==> config.mk <==
export PLATFORM = sky130hd
export DESIGN_NAME = serial_frame_receiver_crc32
export DESIGN_NICKNAME = d
export VERILOG_FILES = /design/src/hw/rtl/sfr_pkg.sv /design/src/hw/rtl/sfr_cfg_regs.sv /design/src/hw/rtl/sfr_crc_byte.sv /design/src/hw/rtl/sfr_parser.sv /design/src/hw/rtl/serial_frame_receiver_crc32.sv
export VERILOG_INCLUDE_DIRS = /design/src /design/src/hw/rtl
export SDC_FILE = /design/constraint.sdc
export NUM_CORES = 1
export LEC_CHECK = 0
export ABC_AREA = 0
export BUFFER_PORTS_ARGS = -buffer_cell sky130_fd_sc_hd__buf_2
export CAP_MARGIN = 20
export CORE_ASPECT_RATIO = 0.7
export CORE_MARGIN = 1.5
export CORE_UTILIZATION = 35
export CTS_BUF_LIST = sky130_fd_sc_hd__clkbuf_4 sky130_fd_sc_hd__clkbuf_8
export CTS_CLUSTER_DIAMETER = 100
export DETAILED_ROUTE_END_ITERATION = 10
export GPL_TIMING_DRIVEN = 0
export PLACE_DENSITY = 0.63
export SYNTH_ARGS = -nofsm -noshare
export SYNTH_HDL_FRONTEND = slang
export SYNTH_SLANG_ARGS = --single-unit
==> constraint.sdc <==
create_clock -name clk -period 8.1 [get_ports clk]
set_clock_uncertainty 0.15 [all_clocks]
set_input_delay 1.62 -clock clk [delete_from_list [all_inputs] [get_ports clk]]
set_output_delay 1.62 -clock clk [all_outputs]
set_load 0.01 [all_outputs]
==> src/hw/rtl/assert_macros.svh <==
// ----------------------------------------------------------------------------
// assert_macros.svh
// Assertion shorthands used by the parser RTL of the serial frame receiver.
// ----------------------------------------------------------------------------
`ifndef ASSERT_MACROS_SVH
`define ASSERT_MACROS_SVH

// Check that a condition holds at every clock edge out of reset.
`define ASSERT_ALWAYS(label, clk, rst_n, cond, msg) \
	label: assert property (@(posedge clk) disable iff (!rst_n) (cond)) else $error(msg);

// Check that a condition implies another in the same cycle.
`define ASSERT_IMPLIES(label, clk, rst_n, ante, cons, msg) \
	label: assert property (@(posedge clk) disable iff (!rst_n) (ante) |-> (cons)) \
		else $error(msg);

// Check that a condition implies another in the next cycle.
`define ASSERT_NEXT(label, clk, rst_n, ante, cons, msg) \
	label: assert property (@(posedge clk) disable iff (!rst_n) (ante) |=> (cons)) \
		else $error(msg);

`endif

==> src/hw/rtl/sfr_pkg.sv <==
// ----------------------------------------------------------------------------
// sfr_pkg
// Types and constants shared by the serial frame receiver modules.
// ----------------------------------------------------------------------------
package sfr_pkg;

	// Configuration port widths
	localparam int CFG_IDX_W  = 8;
	localparam int CFG_DATA_W = 32;

	// Configuration register indexes
	localparam logic [CFG_IDX_W-1:0] CFG_START_BYTE = 8'd0;
	localparam logic [CFG_IDX_W-1:0] CFG_MAX_LEN    = 8'd1;
	localparam logic [CFG_IDX_W-1:0] CFG_CRC_POLY   = 8'd2;
	localparam logic [CFG_IDX_W-1:0] CFG_CRC_START  = 8'd3;

	// Configuration reset values
	localparam logic [7:0]  START_BYTE_RST = 8'hA5;
	localparam logic [15:0] MAX_LEN_RST    = 16'd1024;
	localparam logic [31:0] CRC_POLY_RST   = 32'hEDB8_8320;
	localparam logic [31:0] CRC_START_RST  = 32'hFFFF_FFFF;

	// Parser steps
	typedef enum logic [1:0] {
		STEP_HUNT   = 2'd0,
		STEP_LEN_LO = 2'd1,
		STEP_LEN_HI = 2'd2,
		STEP_DATA   = 2'd3
	} step_t;

	// Current configuration
	typedef struct packed {
		logic [7:0]  start_byte;
		logic [15:0] max_frame_len;
		logic [31:0] crc_poly;
		logic [31:0] crc_start;
	} cfg_t;

	// One result transaction
	typedef struct packed {
		logic [7:0]  byte_value;
		logic        stored;
		logic [15:0] position;
		logic        frame_done;
		logic        crc_ok;
		logic [15:0] frame_length;
	} result_t;

endpackage

==> src/hw/rtl/sfr_cfg_regs.sv <==
// ----------------------------------------------------------------------------
// sfr_cfg_regs
// Configuration register file written through the configuration port.
// ----------------------------------------------------------------------------
module sfr_cfg_regs (
	input  logic                           clk,
	input  logic                           arst_n,
	input  logic                           wr_en,
	input  logic [sfr_pkg::CFG_IDX_W-1:0]  wr_index,
	input  logic [sfr_pkg::CFG_DATA_W-1:0] wr_data,
	output sfr_pkg::cfg_t                  cfg
);

	sfr_pkg::cfg_t cfg_q;

	// Update the addressed register; ignore indexes beyond the list
	always_ff @(posedge clk or negedge arst_n) begin
		if (!arst_n) begin
			cfg_q.start_byte    <= sfr_pkg::START_BYTE_RST;
			cfg_q.max_frame_len <= sfr_pkg::MAX_LEN_RST;
			cfg_q.crc_poly      <= sfr_pkg::CRC_POLY_RST;
			cfg_q.crc_start     <= sfr_pkg::CRC_START_RST;
		end else if (wr_en) begin
			case (wr_index)
				sfr_pkg::CFG_START_BYTE: cfg_q.start_byte    <= wr_data[7:0];
				sfr_pkg::CFG_MAX_LEN:    cfg_q.max_frame_len <= wr_data[15:0];
				sfr_pkg::CFG_CRC_POLY:   cfg_q.crc_poly      <= wr_data;
				sfr_pkg::CFG_CRC_START:  cfg_q.crc_start     <= wr_data;
				default: ;
			endcase
		end
	end

	assign cfg = cfg_q;

endmodule

==> src/hw/rtl/sfr_crc_byte.sv <==
// ----------------------------------------------------------------------------
// sfr_crc_byte
// One-byte update of a reflected CRC-32 with a programmable polynomial.
// ----------------------------------------------------------------------------
module sfr_crc_byte (
	input  logic [31:0] crc_in,
	input  logic [7:0]  data,
	input  logic [31:0] poly,
	output logic [31:0] crc_out
);

	// Build the table entry bit by bit, then fold it into the shifted CRC
	always_comb begin
		logic [31:0] t;
		t = {24'd0, crc_in[7:0] ^ data};
		for (int k = 0; k < 8; k++) begin
			t = t[0] ? ((t >> 1) ^ poly) : (t >> 1);
		end
		crc_out = (crc_in >> 8) ^ t;
	end

endmodule

==> src/hw/rtl/sfr_parser.sv <==
// ----------------------------------------------------------------------------
// sfr_parser
// Frame parser state machine: start hunt, length, data count and CRC check.
// ----------------------------------------------------------------------------
`include "assert_macros.svh"

module sfr_parser (
	input  logic             clk,
	input  logic             arst_n,
	input  logic             advance,
	input  logic [7:0]       rx_byte,
	input  sfr_pkg::cfg_t    cfg,
	output sfr_pkg::result_t res
);

	sfr_pkg::step_t step_q, step_d;
	logic [15:0]    len_q, len_d;
	logic [15:0]    idx_q, idx_d;
	logic [31:0]    crc_q, crc_d;

	logic [31:0] crc_seed;
	logic [31:0] crc_new;
	logic [15:0] idx_inc;
	logic [15:0] len_full;

	// Seed the CRC from the start value on the start byte
	assign crc_seed = (step_q == sfr_pkg::STEP_HUNT) ? cfg.crc_start : crc_q;
	assign idx_inc  = idx_q + 16'd1;
	assign len_full = {rx_byte, len_q[7:0]};

	sfr_crc_byte u_crc (
		.crc_in  (crc_seed),
		.data    (rx_byte),
		.poly    (cfg.crc_poly),
		.crc_out (crc_new)
	);

	// Hold parser state; advance one transaction at a time
	always_ff @(posedge clk or negedge arst_n) begin
		if (!arst_n) begin
			step_q <= sfr_pkg::STEP_HUNT;
			len_q  <= 16'd0;
			idx_q  <= 16'd0;
			crc_q  <= sfr_pkg::CRC_START_RST;
		end else if (advance) begin
			step_q <= step_d;
			len_q  <= len_d;
			idx_q  <= idx_d;
			crc_q  <= crc_d;
		end
	end

	// Next state and result
	always_comb begin
		step_d           = step_q;
		len_d            = len_q;
		idx_d            = idx_q;
		crc_d            = crc_q;
		res.byte_value   = rx_byte;
		res.stored       = 1'b0;
		res.position     = 16'd0;
		res.frame_done   = 1'b0;
		res.crc_ok       = 1'b0;
		res.frame_length = 16'd0;
		case (step_q)
			sfr_pkg::STEP_HUNT: begin
				if (rx_byte == cfg.start_byte) begin
					res.stored = 1'b1;
					crc_d      = crc_new;
					len_d      = 16'd0;
					idx_d      = 16'd1;
					step_d     = sfr_pkg::STEP_LEN_LO;
				end else begin
					idx_d = 16'd0;
				end
			end
			sfr_pkg::STEP_LEN_LO: begin
				len_d            = {8'd0, rx_byte};
				res.stored       = 1'b1;
				res.position     = idx_q;
				res.frame_length = {8'd0, rx_byte};
				crc_d            = crc_new;
				idx_d            = idx_inc;
				step_d           = sfr_pkg::STEP_LEN_HI;
			end
			sfr_pkg::STEP_LEN_HI: begin
				len_d            = len_full;
				res.stored       = 1'b1;
				res.position     = idx_q;
				res.frame_length = len_full;
				crc_d            = crc_new;
				if (len_full < cfg.max_frame_len) begin
					idx_d  = idx_inc;
					step_d = sfr_pkg::STEP_DATA;
				end else begin
					idx_d  = 16'd0;
					step_d = sfr_pkg::STEP_HUNT;
				end
			end
			sfr_pkg::STEP_DATA: begin
				res.frame_length = len_q;
				if (idx_q < len_q) begin
					// Keep the byte; finish when the count reaches the length
					res.stored   = 1'b1;
					res.position = idx_q;
					crc_d        = crc_new;
					idx_d        = idx_inc;
					if (idx_inc == len_q) begin
						res.frame_done = 1'b1;
						res.crc_ok     = (crc_new == 32'd0);
						idx_d          = 16'd0;
						step_d         = sfr_pkg::STEP_HUNT;
					end
				end else if (idx_q > len_q) begin
					// Length shorter than the header: drop, unless it is zero
					idx_d  = 16'd0;
					step_d = sfr_pkg::STEP_HUNT;
					if (len_q == 16'd0) begin
						res.frame_done = 1'b1;
						res.crc_ok     = (cfg.crc_start == 32'd0);
					end
				end else begin
					// Length equals the header: check the header bytes
					res.frame_done = 1'b1;
					res.crc_ok     = (crc_q == 32'd0);
					idx_d          = 16'd0;
					step_d         = sfr_pkg::STEP_HUNT;
				end
			end
			default: ;
		endcase
	end

	`ASSERT_IMPLIES(a_done_in_data, clk, arst_n, advance && res.frame_done, step_q == sfr_pkg::STEP_DATA, "frame completed outside the data step")
	`ASSERT_NEXT(a_done_to_hunt, clk, arst_n, advance && res.frame_done, step_q == sfr_pkg::STEP_HUNT && idx_q == 16'd0, "parser did not return to hunt after a frame")
	`ASSERT_IMPLIES(a_ok_needs_done, clk, arst_n, res.crc_ok, res.frame_done, "crc_ok without a completed frame")
	`ASSERT_IMPLIES(a_hunt_idx_zero, clk, arst_n, step_q == sfr_pkg::STEP_HUNT, idx_q == 16'd0, "byte count not cleared while hunting")
	`ASSERT_IMPLIES(a_data_idx_min, clk, arst_n, step_q == sfr_pkg::STEP_DATA, idx_q >= 16'd3, "data step entered before the header was kept")

endmodule

==> src/hw/rtl/serial_frame_receiver_crc32.sv <==
// ----------------------------------------------------------------------------
// serial_frame_receiver_crc32
// Serial byte deframer with start-byte hunt, length field and CRC-32 check.
// ----------------------------------------------------------------------------
// The block takes received bytes and returns one result per byte: an input
// register captures the byte, the parser and its one-byte CRC update decide
// the result combinationally, and a result register presents it. Throughput
// is one byte per cycle while the result side is not stalled; a stall on the
// result side holds the result and stalls the input only when the input
// register is also full. Configuration writes are always ready and take
// effect on the next byte that is parsed.

module serial_frame_receiver_crc32 (
	input  logic                           clk,
	input  logic                           arst_n,
	// Received byte channel
	input  logic                           rx_valid,
	output logic                           rx_stall,
	input  logic [7:0]                     rx_byte,
	// Result channel
	output logic                           res_valid,
	input  logic                           res_stall,
	output logic [7:0]                     byte_value,
	output logic                           stored,
	output logic [15:0]                    position,
	output logic                           frame_done,
	output logic                           crc_ok,
	output logic [15:0]                    frame_length,
	// Configuration write channel
	input  logic                           cfg_valid,
	output logic                           cfg_ready,
	input  logic [sfr_pkg::CFG_IDX_W-1:0]  cfg_index,
	input  logic [sfr_pkg::CFG_DATA_W-1:0] cfg_data
);

	sfr_pkg::cfg_t    cfg;
	sfr_pkg::result_t res_comb;
	sfr_pkg::result_t res_q;

	logic       valid_s1;
	logic [7:0] byte_s1;
	logic       res_valid_q;
	logic       advance;

	assign cfg_ready = 1'b1;

	sfr_cfg_regs u_cfg (
		.clk      (clk),
		.arst_n   (arst_n),
		.wr_en    (cfg_valid && cfg_ready),
		.wr_index (cfg_index),
		.wr_data  (cfg_data),
		.cfg      (cfg)
	);

	// Move the captured byte on when the result register is free
	assign advance  = valid_s1 && (!res_valid_q || !res_stall);
	assign rx_stall = valid_s1 && !advance;

	// Capture the incoming transaction
	always_ff @(posedge clk or negedge arst_n) begin
		if (!arst_n) begin
			valid_s1 <= 1'b0;
		end else if (!rx_stall) begin
			valid_s1 <= rx_valid;
		end
	end

	always_ff @(posedge clk) begin
		if (rx_valid && !rx_stall) begin
			byte_s1 <= rx_byte;
		end
	end

	sfr_parser u_parser (
		.clk     (clk),
		.arst_n  (arst_n),
		.advance (advance),
		.rx_byte (byte_s1),
		.cfg     (cfg),
		.res     (res_comb)
	);

	// Hold the result until it is taken
	always_ff @(posedge clk or negedge arst_n) begin
		if (!arst_n) begin
			res_valid_q <= 1'b0;
		end else if (advance) begin
			res_valid_q <= 1'b1;
		end else if (!res_stall) begin
			res_valid_q <= 1'b0;
		end
	end

	always_ff @(posedge clk) begin
		if (advance) begin
			res_q <= res_comb;
		end
	end

	assign res_valid    = res_valid_q;
	assign byte_value   = res_q.byte_value;
	assign stored       = res_q.stored;
	assign position     = res_q.position;
	assign frame_done   = res_q.frame_done;
	assign crc_ok       = res_q.crc_ok;
	assign frame_length = res_q.frame_length;

endmodule

=== Yosys cells after proc, flatten, opt, wreduce, memory -nomap -nowiden ===
Cells that the tools add are included.
W data, S select, Z words.

* Word-level logic and storage cells: 105
* Flip-flop bits (word level): 207
* Bits of input ports: 53
* ROM bits: 0
* Bits in latches: 0
* Output and inout bits: 46
* Bits in writable memories: 0
* Memories: 0

* Add/sub/neg operators: 1
* Div/mod/pow operators: 0
* Shift-type cells: 0
* Multiplexer cells: 35
* $lt $le $gt $ge: 3
* Equality and inequality tests: 12
* Bitwise gates (word level): 11
* Multipliers: 0
* Reductions and logical operators: 25

{| class="wikitable"
|+ Operators by type and width
! cell !! number
|-
| $mux W32 || 11
|-
| $xor A31 B32 Y32 || 7
|-
| $logic_not A32 Y1 || 3
|-
| $pmux W16 S3 || 2
|-
| $pmux W32 S3 || 1
|-
| $mux W16 || 4
|-
| $pmux W16 S4 || 1
|-
| $lt A16 B16 Y1 || 2
|-
| $pmux W16 S2 || 1
|-
| $xor A24 B32 Y32 || 1
|-
| $xor A7 B32 Y32 || 1
|-
| $mux W17 || 1
|-
| $add A16 B1 Y16 const B || 1
|-
| $eq A16 B16 Y1 || 1
|-
| $eq A8 B2 Y1 const B || 2
|-
| $gt A16 B16 Y1 || 1
|-
| $logic_not A16 Y1 || 1
|-
| $mux W2 || 8
|-
| $reduce_and A3 Y1 || 3
|-
| $eq A8 B1 Y1 const B || 1
|-
| $eq A8 B8 Y1 || 1
|-
| $logic_not A8 Y1 || 1
|-
| $pmux W2 S4 || 1
|-
| $reduce_and A2 Y1 || 4
|-
| other kinds (17) || 27
|}

=== Longest topological paths before layout ===
Gate-level depths: netlist of the first run.

* Depth after elaboration: 23
* Mapped depth: 24
* Mapped depth without buffers: 18

=== Cells and area by module ===
From an unflattened synthesis of the first run, not the netlist that was laid out.

* Cells, all modules: 1,568
* Area total of the unflattened synthesis: 15,680.0 um^2

{| class="wikitable"
|+ By module, submodules not included
! module !! cells each !! area an instance (um^2) !! instances
|-
| sfr_parser || 624 || 5,467.7 || 1
|-
| sfr_crc_byte || 692 || 4,982.3 || 1
|-
| sfr_cfg_regs || 191 || 3,594.7 || 1
|-
| serial_frame_receiver_crc32 || 61 || 1,635.3 || 1
|}

=== Least setup slack after synthesis of the first run ===
Ideal clock, no wire load.

* Path type: register to register
* Start point: reg u_parser.step_q[0]
* End point: reg res_q, in the netlist crc_ok, data pin
* Setup time: 0.180 ns
* Cell stages (with the launch flop): 22
* Slack: 2.036 ns
* Data arrival time: 5.734 ns
* Data required time: 7.770 ns
* Clock period less this slack: 6.064 ns
* Cell sequence: dfrtp_1 -> inv_1 -> ha_1 -> buf_6 -> mux2i_1 -> xnor2_1 -> buf_2 -> nor3_1 -> nor4_1 -> or2_2 -> a211oi_1 -> or4_4 -> and2_4 -> and3_4 -> or4_1 -> buf_2 -> a211oi_4 -> nor2_2 -> or4b_1 -> o311a_1 -> or4_1 -> o41ai_2

* Cells in the longest elaborated chain, start to end: 22
* Elaborated cells between the ends (all ways): 24

{| class="wikitable"
|+ Ends and longest elaborated chain
! item !! line !! source
|-
| start, declared || sfr_parser.sv:16 || <nowiki>sfr_pkg::step_t step_q, step_d;</nowiki>
|-
| start signal, assigned || sfr_parser.sv:41 || <nowiki>step_q <= sfr_pkg::STEP_HUNT;</nowiki>
|-
| start signal, assigned || sfr_parser.sv:46 || <nowiki>step_q <= step_d;</nowiki>
|-
| $logic_not A2 Y1 || sfr_parser.sv:27 || <nowiki>assign crc_seed = (step_q == sfr_pkg::STEP_HUNT) ? cfg.crc_start : crc_q;</nowiki>
|-
| $mux W32 || sfr_parser.sv:27 ||
|-
| $xor A8 B8 Y8 || sfr_crc_byte.sv:15 || <nowiki>t = {24'd0, crc_in[7:0] ^ data};</nowiki>
|-
| $mux W32 or $xor A7 B32 Y32 (tied branches) || sfr_crc_byte.sv:17 || <nowiki>t = t[0] ? ((t >> 1) ^ poly) : (t >> 1);</nowiki>
|-
| $xor A31 B32 Y32 or $mux W32 (tied branches) || sfr_crc_byte.sv:17 ||
|-
| $mux W32 or $xor A31 B32 Y32 (tied branches) || sfr_crc_byte.sv:17 ||
|-
| $xor A31 B32 Y32 or $mux W32 (tied branches) || sfr_crc_byte.sv:17 ||
|-
| $mux W32 or $xor A31 B32 Y32 (tied branches) || sfr_crc_byte.sv:17 ||
|-
| [... 6 more ...] || -- ||
|-
| $xor A31 B32 Y32 or $mux W32 (tied branches) || sfr_crc_byte.sv:17 ||
|-
| $mux W32 or $xor A31 B32 Y32 (tied branches) || sfr_crc_byte.sv:17 ||
|-
| $xor A31 B32 Y32 or $mux W32 (tied branches) || sfr_crc_byte.sv:17 ||
|-
| $mux W32 || sfr_crc_byte.sv:17 ||
|-
| $xor A24 B32 Y32 || sfr_crc_byte.sv:19 || <nowiki>crc_out = (crc_in >> 8) ^ t;</nowiki>
|-
| $logic_not A32 Y1 || sfr_parser.sv:110 || <nowiki>res.crc_ok = (crc_new == 32'd0);</nowiki>
|-
| $mux W2 || sfr_parser.sv:108 || <nowiki>if (idx_inc == len_q) begin</nowiki>
|-
| $mux W2 || sfr_parser.sv:102 || <nowiki>if (idx_q < len_q) begin</nowiki>
|-
| end signal, assigned || serial_frame_receiver_crc32.sv:97 || <nowiki>res_q <= res_comb;</nowiki>
|-
| end, declared || serial_frame_receiver_crc32.sv:38 || <nowiki>sfr_pkg::result_t res_q;</nowiki>
|}

Several ways; a longest one is shown, not always the timed one.
A chain may end at the register's enable or synchronous reset.

=== Final worst setup path of the first run ===
Ends and elaborated chain as after synthesis.

==> results of run 1 <==
## critical path: stages, from the launching register on
cell and delay, ns:
dfrtp_1 0.43, inv_1 0.12, ha_1 0.17, buf_6 0.13
mux2i_1 0.38, xnor2_1 0.24, buf_2 0.42, nor3_1 0.14
o31a_1 0.38, nor2_2 0.40, nor4_1 0.15, o31ai_1 0.62
buf_2 0.29, and2_4 0.26, and3_4 0.24, nor4_2 0.09
o211ai_1 0.60, nand2_1 0.51, or3_1 0.50, a31o_2 0.30
or4_1 0.55, o41ai_2 0.59
## cell families after synthesis
kind of cell / count (synthesis) / share of synthesized area (%)
AO/OA/AOI/OAI: 313 / 14.0
AND/OR/NAND/NOR: 568 / 17.5
adder cells (fa/ha/maj): 37 / 2.97
flip-flops: 207 / 35.5
XOR/XNOR: 267 / 16.1
multiplexers: 133 / 9.42
buffers and inverters: 182 / 4.51
other: 1 / 0.0240
## final timing paths
path | endpoint | startpoint | slack [ns]
max in group asynchronous | u_parser.len_q[11]$_DFFE_PN0P_ | arst_n | 6.11
max reg2reg | crc_ok$_SDFFCE_PP0P_ | u_parser.step_q[0]$_DFFE_PN0P_ | 0.14
min reg2reg | res_valid$_DFFE_PN0P_ | valid_s1$_DFFE_PN0N_ | 0.35
max | crc_ok$_SDFFCE_PP0P_ | u_parser.step_q[0]$_DFFE_PN0P_ | 0.14
min in group asynchronous | u_cfg.cfg[57]$_DFFE_PN0P_ | arst_n | 0.78
min | res_valid$_DFFE_PN0P_ | valid_s1$_DFFE_PN0N_ | 0.35
## synthesized netlist by cell type, drive strengths merged, types with 10 or more instances
library cell and instances:
nand2 236, xnor2 222, clkbuf 108, mux2 99, nor2 89, dfstp 83
dfrtp 73, o21ai 68, nand3 64, a21oi 57, inv 52, edfxtp 51
ha 37, xor2 35, mux2i 34, nor4 31, and2 26, a21o 24
buf 22, nand4 21, nor3 19, a211oi 17, a32oi 17, o211ai 16
nor2b 14, or3 13, o22ai 12, a221oi 10, a22oi 10, a31oi 10
## metrics by stage
step	utilization, %	power (mW)	cells	cell area, um^2
detailed placement	38.5	5.38	2403	16900
CTS	40.5	6.52	2474	17800
global placement	38.4	5.33	2399	16800
floorplan	-	4.09	1708	15600
global route	40.6	7.01	2478	17800
finish	40.6	6.69	2479	17800
## flip-flops by register name (all words and copies together), names as in the netlist
signal,flops
u_cfg.cfg,88
u_parser.crc_q,32
frame_length,16
byte_value,8
u_parser.len_q,16
frame_done,1
byte_s1,8
position,16
crc_ok,1
stored,1
res_valid,1
u_parser.step_q,2
u_parser.idx_q,16
valid_s1,1
## cell type report
cell class	instances	area (um^2)	area share, %
Inverter	52	195	1.09
Buffer	130	519	2.91
Antenna cell	1	2.50	0.0140
Sequential cell	207	5540	31.1
Clock buffer	55	676	3.79
Clock inverter	15	140	0.786
Multi-Input combinational cell	1319	9430	52.9
Tap cell	594	743	4.17
Timing Repair Buffer	106	593	3.33
## power by group through the flow
stage	clock (mW)	combinational, mW	sequential (mW)
floorplan	0	2.63	1.47
global placement	0	3.81	1.53
detailed placement	0	3.85	1.53
CTS	1.11	3.89	1.52
global route	1.15	4.31	1.54
finish	1.09	4.08	1.53
## what timing repair did
action,CTS,global route
pin swaps,1,3
endpoints found under the setup margin,1,1
resized for setup,7,15
hold endpoints to repair,0,0
buffers inserted,1,4
## routing by layer
metal | vias up | part of all wire [%] | track usage, %
met5 | - | 0.019 | 0
li1 | 6347 | - | -
met1 | 6943 | 46 | 37.3
met4 | 2 | 2.5 | 6.69
met3 | 101 | 13 | 7.88
met2 | 812 | 39 | 33.1
==> flow_metrics.tcl, run 1 <==
set metrics [dict create \
    port_buffers 97 \
    path_class "register to register" \
    initial_core_util_pct 35.6 \
    switchingPower_mw 3.36 \
    ys_seq_elements 207 \
    period_minus_slack_ns 7.96 \
    wl_per_cell_um 23.3 \
    drc 0 \
    rows 64 \
    most-common-layout-cells "nand2_1 (235), xnor2_1 (220), buf_2 (106)" \
    start_kind "register" \
    drt-total-wl_mm 57.8 \
    critPathRequiredTime_ns 8.25 \
    io_pins 99 \
    fmax_ghz 0.126 \
    p_leak_nw 6.74 \
    drtIter0Drc 1787 \
    ir_drop_uv 126 \
    endpoint_kind "register" \
    grt.overflow.total 0 \
    dpl_worst_slack_ns -0.525 \
    die_w_um 255 \
    gp_congestion 0.986 \
    rsz0062_at_grt "false" \
    setup_tns_ns 0 \
    critPathArrivalTime_ns 8.11 \
    clockPowerShare_pct 16.2 \
    dp_hpwl_mm 43.9 \
    num_vias 14200 \
    fillCellCount 4415 \
    dieArea_mm2 0.0459 \
    hold_path_depth 1 \
    finalSetupViolCount 0 \
    grt_pass1_wl_mm 86.2 \
    final_common_cell "nand2_1" \
    drive_above_1_share_pct 22.1 \
    yosysWarnings 0 \
    ys.flop_type "dfstp_2" \
    p_int_mw 3.33 \
    crit_path_max_fanout 10 \
    r2r_cells 21 \
    ys_async_sr_fraction_pct 75.4 \
    ys_seq_area_share_pct 35.5 \
    powerDensity_mw_per_mm2 375 \
    synth.avg_cell_area_um2 9.14 \
    synth_top_area_share_pct 14.0 \
    coreArea_mm2 0.0439 \
    cts_tree "built" \
    fin_ws_ns 0.136 \
    synth_edf_count 51 \
    layout-area-overhead-vs-synth_pct 14.2 \
    h-tree-depth 2 \
    clkSlewWorstSetupHoldPaths_ns 0.06 \
    status "completed" \
    slew_headroom_pct 27.5 \
    cts_buffers 38 \
    ant_nets 0 \
    die_h_um 180 \
    tightest_slew_ns 1.08 \
    timing.final.crit_share_pct 98.3 \
    swShare_pct 50.2 \
    hold_violations 0 \
    min_path_type "register to register" \
    ys_types 88 \
    seq_power_share_pct 22.9 \
    synth_top_cell_by_area "dfstp_2" \
    insertion_delay_ns 0.59 \
    maxCapViolations 0 \
    synth_area_mm2 0.0156 \
    cts_hold_buf 0 \
    syn_inst 1708 \
    grt_pass1_vias 13400 \
    cts_max_path_buffers 3 \
    synth_area_leaders "dfstp_2 (14%), xnor2_1 (12%), dfrtp_1 (12%)" \
    cts.sinks 207 \
    power_frac_comb_pct 60.9 \
    cts_root_buf "clkbuf_8" \
    timing.hold.ws_ns 0.346 \
    grt_max_degree 119 \
    synth_nets 1798 \
    grt_use_total_pct 24.7 \
    antenna_found_initial 2 \
    layout.nets 1944 \
    firstDrtPassIters 8 \
    drv_slew 0 \
    via_per_inst 5.73 \
]
(Power assumes the default switching activity.)
==> inputs of run 2 (changes only) <==
Settings changed: SYNTH_HIERARCHICAL set to 1.
==> run 2 against run 1 <==
First-iteration DRC count down 32%. Register-to-register slack better by 0.69 ns. Worst setup slack better by 0.69 ns. Area after synthesis up 0.43%. Core utilization down 0.14 points. Sequential power down 3%. Sequential share of layout area up 0.053 points. Die area up 0.43%. Non-clock buffer count down 5. Combinational power down 17%. Clock-buffer cell count down 2.
==> flow_metrics.tcl, run 2 <==
set metrics [dict create \
    ant_nets 0 \
    rsz0062_at_grt "false" \
    initial_core_util_pct 35.7 \
    num_vias 12400 \
    insertion_delay_ns 0.58 \
    layout-area-overhead-vs-synth_pct 13.5 \
    dieArea_mm2 0.0461 \
    h-tree-depth 2 \
    grt.overflow.total 0 \
    drc 0 \
    start_kind "register" \
    port_buffers 97 \
    synth.avg_cell_area_um2 10.0 \
    cts.sinks 207 \
    drtIter0Drc 1216 \
    grt_use_total_pct 19.9 \
    cts_resized 0 \
    endpoint_kind "register" \
    cts_max_path_buffers 3 \
    power_mw 5.95 \
    dpl_worst_slack_ns 0.952 \
    largest_register_ffs 88 \
    wl_met2_mm 18.4 \
    fmax_ghz 0.138 \
    maxCapViolations 0 \
    p_leak_nw 6.89 \
    min_from "u_cfg/cfg[45]$_DFFE_PN0P_" \
    min_path_type "register to register" \
    crit_chain "inv_1 -> ha_1 -> buf_2 -> clkbuf_1 -> mux2_2 -> xnor2_2 -> xnor2_2 -> a221oi_2 -> o32ai_2 -> and2_4 -> xor3_1 -> xnor3_1 -> nand2b_4 -> a311oi_2 -> buf_2 -> buf_4 -> nor3b_2 -> xnor2_1 -> nor4_1 -> nand4_1 -> nor2_1 -> nand3_1 -> a21oi_1" \
    wl_met1_mm 23.5 \
    io_pins 99 \
    fin_ws_ns 0.829 \
    cts_root_buf "clkbuf_8" \
    finalSetupViolCount 0 \
    path_class "register to register" \
    die_w_um 256 \
    startpoint "u_parser/step_q[0]$_DFFE_PN0P_" \
    gp_congestion 0.951 \
    grt_pass1_vias 12100 \
    hold_violations 0 \
    via_per_inst 5.30 \
    firstDrtPassIters 5 \
    most-common-layout-cells "nand2_1 (228), xnor2_1 (171), buf_2 (115)" \
    ys_types 91 \
    reg2reg_from "u_parser/step_q[0]$_DFFE_PN0P_" \
    drive_above_1_share_pct 28.8 \
    powerDensity_mw_per_mm2 334 \
    synth_edf_count 51 \
    rows 64 \
    antenna_found_initial 3 \
    ir_drop_uv 233 \
    cts_tree "built" \
    cts_buffers 38 \
    dp_hpwl_mm 35.0 \
    fillCellCount 4275 \
    status "completed" \
    ys_async_sr_fraction_pct 75.4 \
    cts_hold_buf 0 \
    top_layer_used "met4" \
    period_minus_slack_ns 7.27 \
    layout.nets 1798 \
    tightest_slew_ns 0.904 \
    slew_headroom_pct 39.7 \
    final_common_cell "nand2_1" \
    synth.top_cells.by_count "nand2_1 (228), xnor2_1 (171), mux2_2 (113), clkbuf_1 (83), dfstp_2 (83)" \
    die_h_um 180 \
    ys_seq_area_share_pct 35.3 \
    postLayoutCoreUtil_pct 40.5 \
    critPathRequiredTime_ns 8.38 \
    clkSlewWorstSetupHoldPaths_ns 0.06 \
    synth_area_mm2 0.0157 \
    crit_path_max_fanout 10 \
    routed-wl-met3_mm 3.30 \
    crit_path_top_delay_cell "xor3_1" \
    coreArea_mm2 0.0440 \
    synth_top_cell_by_area "dfstp_2" \
    ys.flop_type "dfstp_2" \
    yosysWarnings 6 \
    drt-total-wl_mm 46.3 \
    ys_seq_elements 207 \
    critPathArrivalTime_ns 7.55 \
    synth_most_common_cell "nand2_1" \
    grt_max_degree 92 \
    drv_slew 0 \
    synth_top_area_share_pct 13.9 \
    post-cts-setup-buffers 0 \
    syn_inst 1568 \
    synth_nets 1659 \
    slowest_delay_ns 0.53 \
    timing.final.crit_share_pct 89.8 \
    wl_per_cell_um 19.8 \
    synth_area_leaders "dfstp_2 (14%), dfrtp_1 (12%), edfxtp_1 (9.8%)" \
    grt_pass1_wl_mm 72.4 \
    setup_tns_ns 0 \
]
-- run 2: metrics by stage --
stage	instances	hold slack, ns	cell area [um^2]
finish	2334	0.356	17800
global route	2334	0.369	17800
CTS	2331	0.359	17800
detailed placement	2261	0.342	17000
global placement	2259	0.333	16900
floorplan	1568	0.317	15700
-- run 2: final timing paths --
path	endpoint	slack [ns]	cells after the start
setup / recovery	crc_ok$_DFFE_PP_	0.83	23
hold / removal	u_cfg/cfg[45]$_DFFE_PN0P_	0.36	1
setup reg to reg	crc_ok$_DFFE_PP_	0.83	23
hold reg to reg	u_cfg/cfg[45]$_DFFE_PN0P_	0.36	1
max in group asynchronous	u_cfg/cfg[27]$_DFFE_PN1P_	6.09	2
min in group asynchronous	u_parser/idx_q[15]$_DFFE_PN0P_	0.85	1
-- run 2: kinds of logic after synthesis --
logic type               share of synthesized area, %
AO/OA/AOI/OAI                                    10.5
XOR/XNOR                                         17.6
adder cells (fa/ha/maj)                          3.03
buffers and inverters                            5.59
flip-flops                                       35.3
multiplexers                                     12.0
other                                          0.0239
AND/OR/NAND/NOR                                  15.9
-- run 2: cell type report --
type / instances / area (um^2) / area share, %
inverter: 62 / 233 / 1.31
sequential: 207 / 5540 / 31.1
clock inverter: 17 / 139 / 0.780
buffer: 132 / 644 / 3.62
tap: 594 / 743 / 4.17
timing repair buffer: 99 / 543 / 3.05
clock buffer: 53 / 679 / 3.82
multi-input combinational: 1167 / 9280 / 52.1
antenna: 3 / 7.51 / 0.0422
-- run 2: worst max-delay path, delay by kind of cell, from the launching register on --
kind | cells | cell delay, ns
buffers and inverters | 5 | 1.55
flip-flops | 1 | 0.43
AO/OA/AOI/OAI | 4 | 1.17
adder cells (fa/ha/maj) | 1 | 0.16
multiplexers | 1 | 0.45
XOR/XNOR | 5 | 1.71
AND/OR/NAND/NOR | 7 | 1.50
-- run 2: where the power goes --
part	internal (mW)	switching, mW	total (mW)
sequential	1.30	0.186	1.48
clock	0.611	0.477	1.09
combinational	1.28	2.10	3.37
-- run 2: routing by layer --
metal / GRT usage [%] / vias to the layer above
met4: 6.32 / 0
li1: - / 5787
met2: 27.0 / 397
met1: 31.3 / 6122
met5: 0 / -
met3: 3.73 / 59
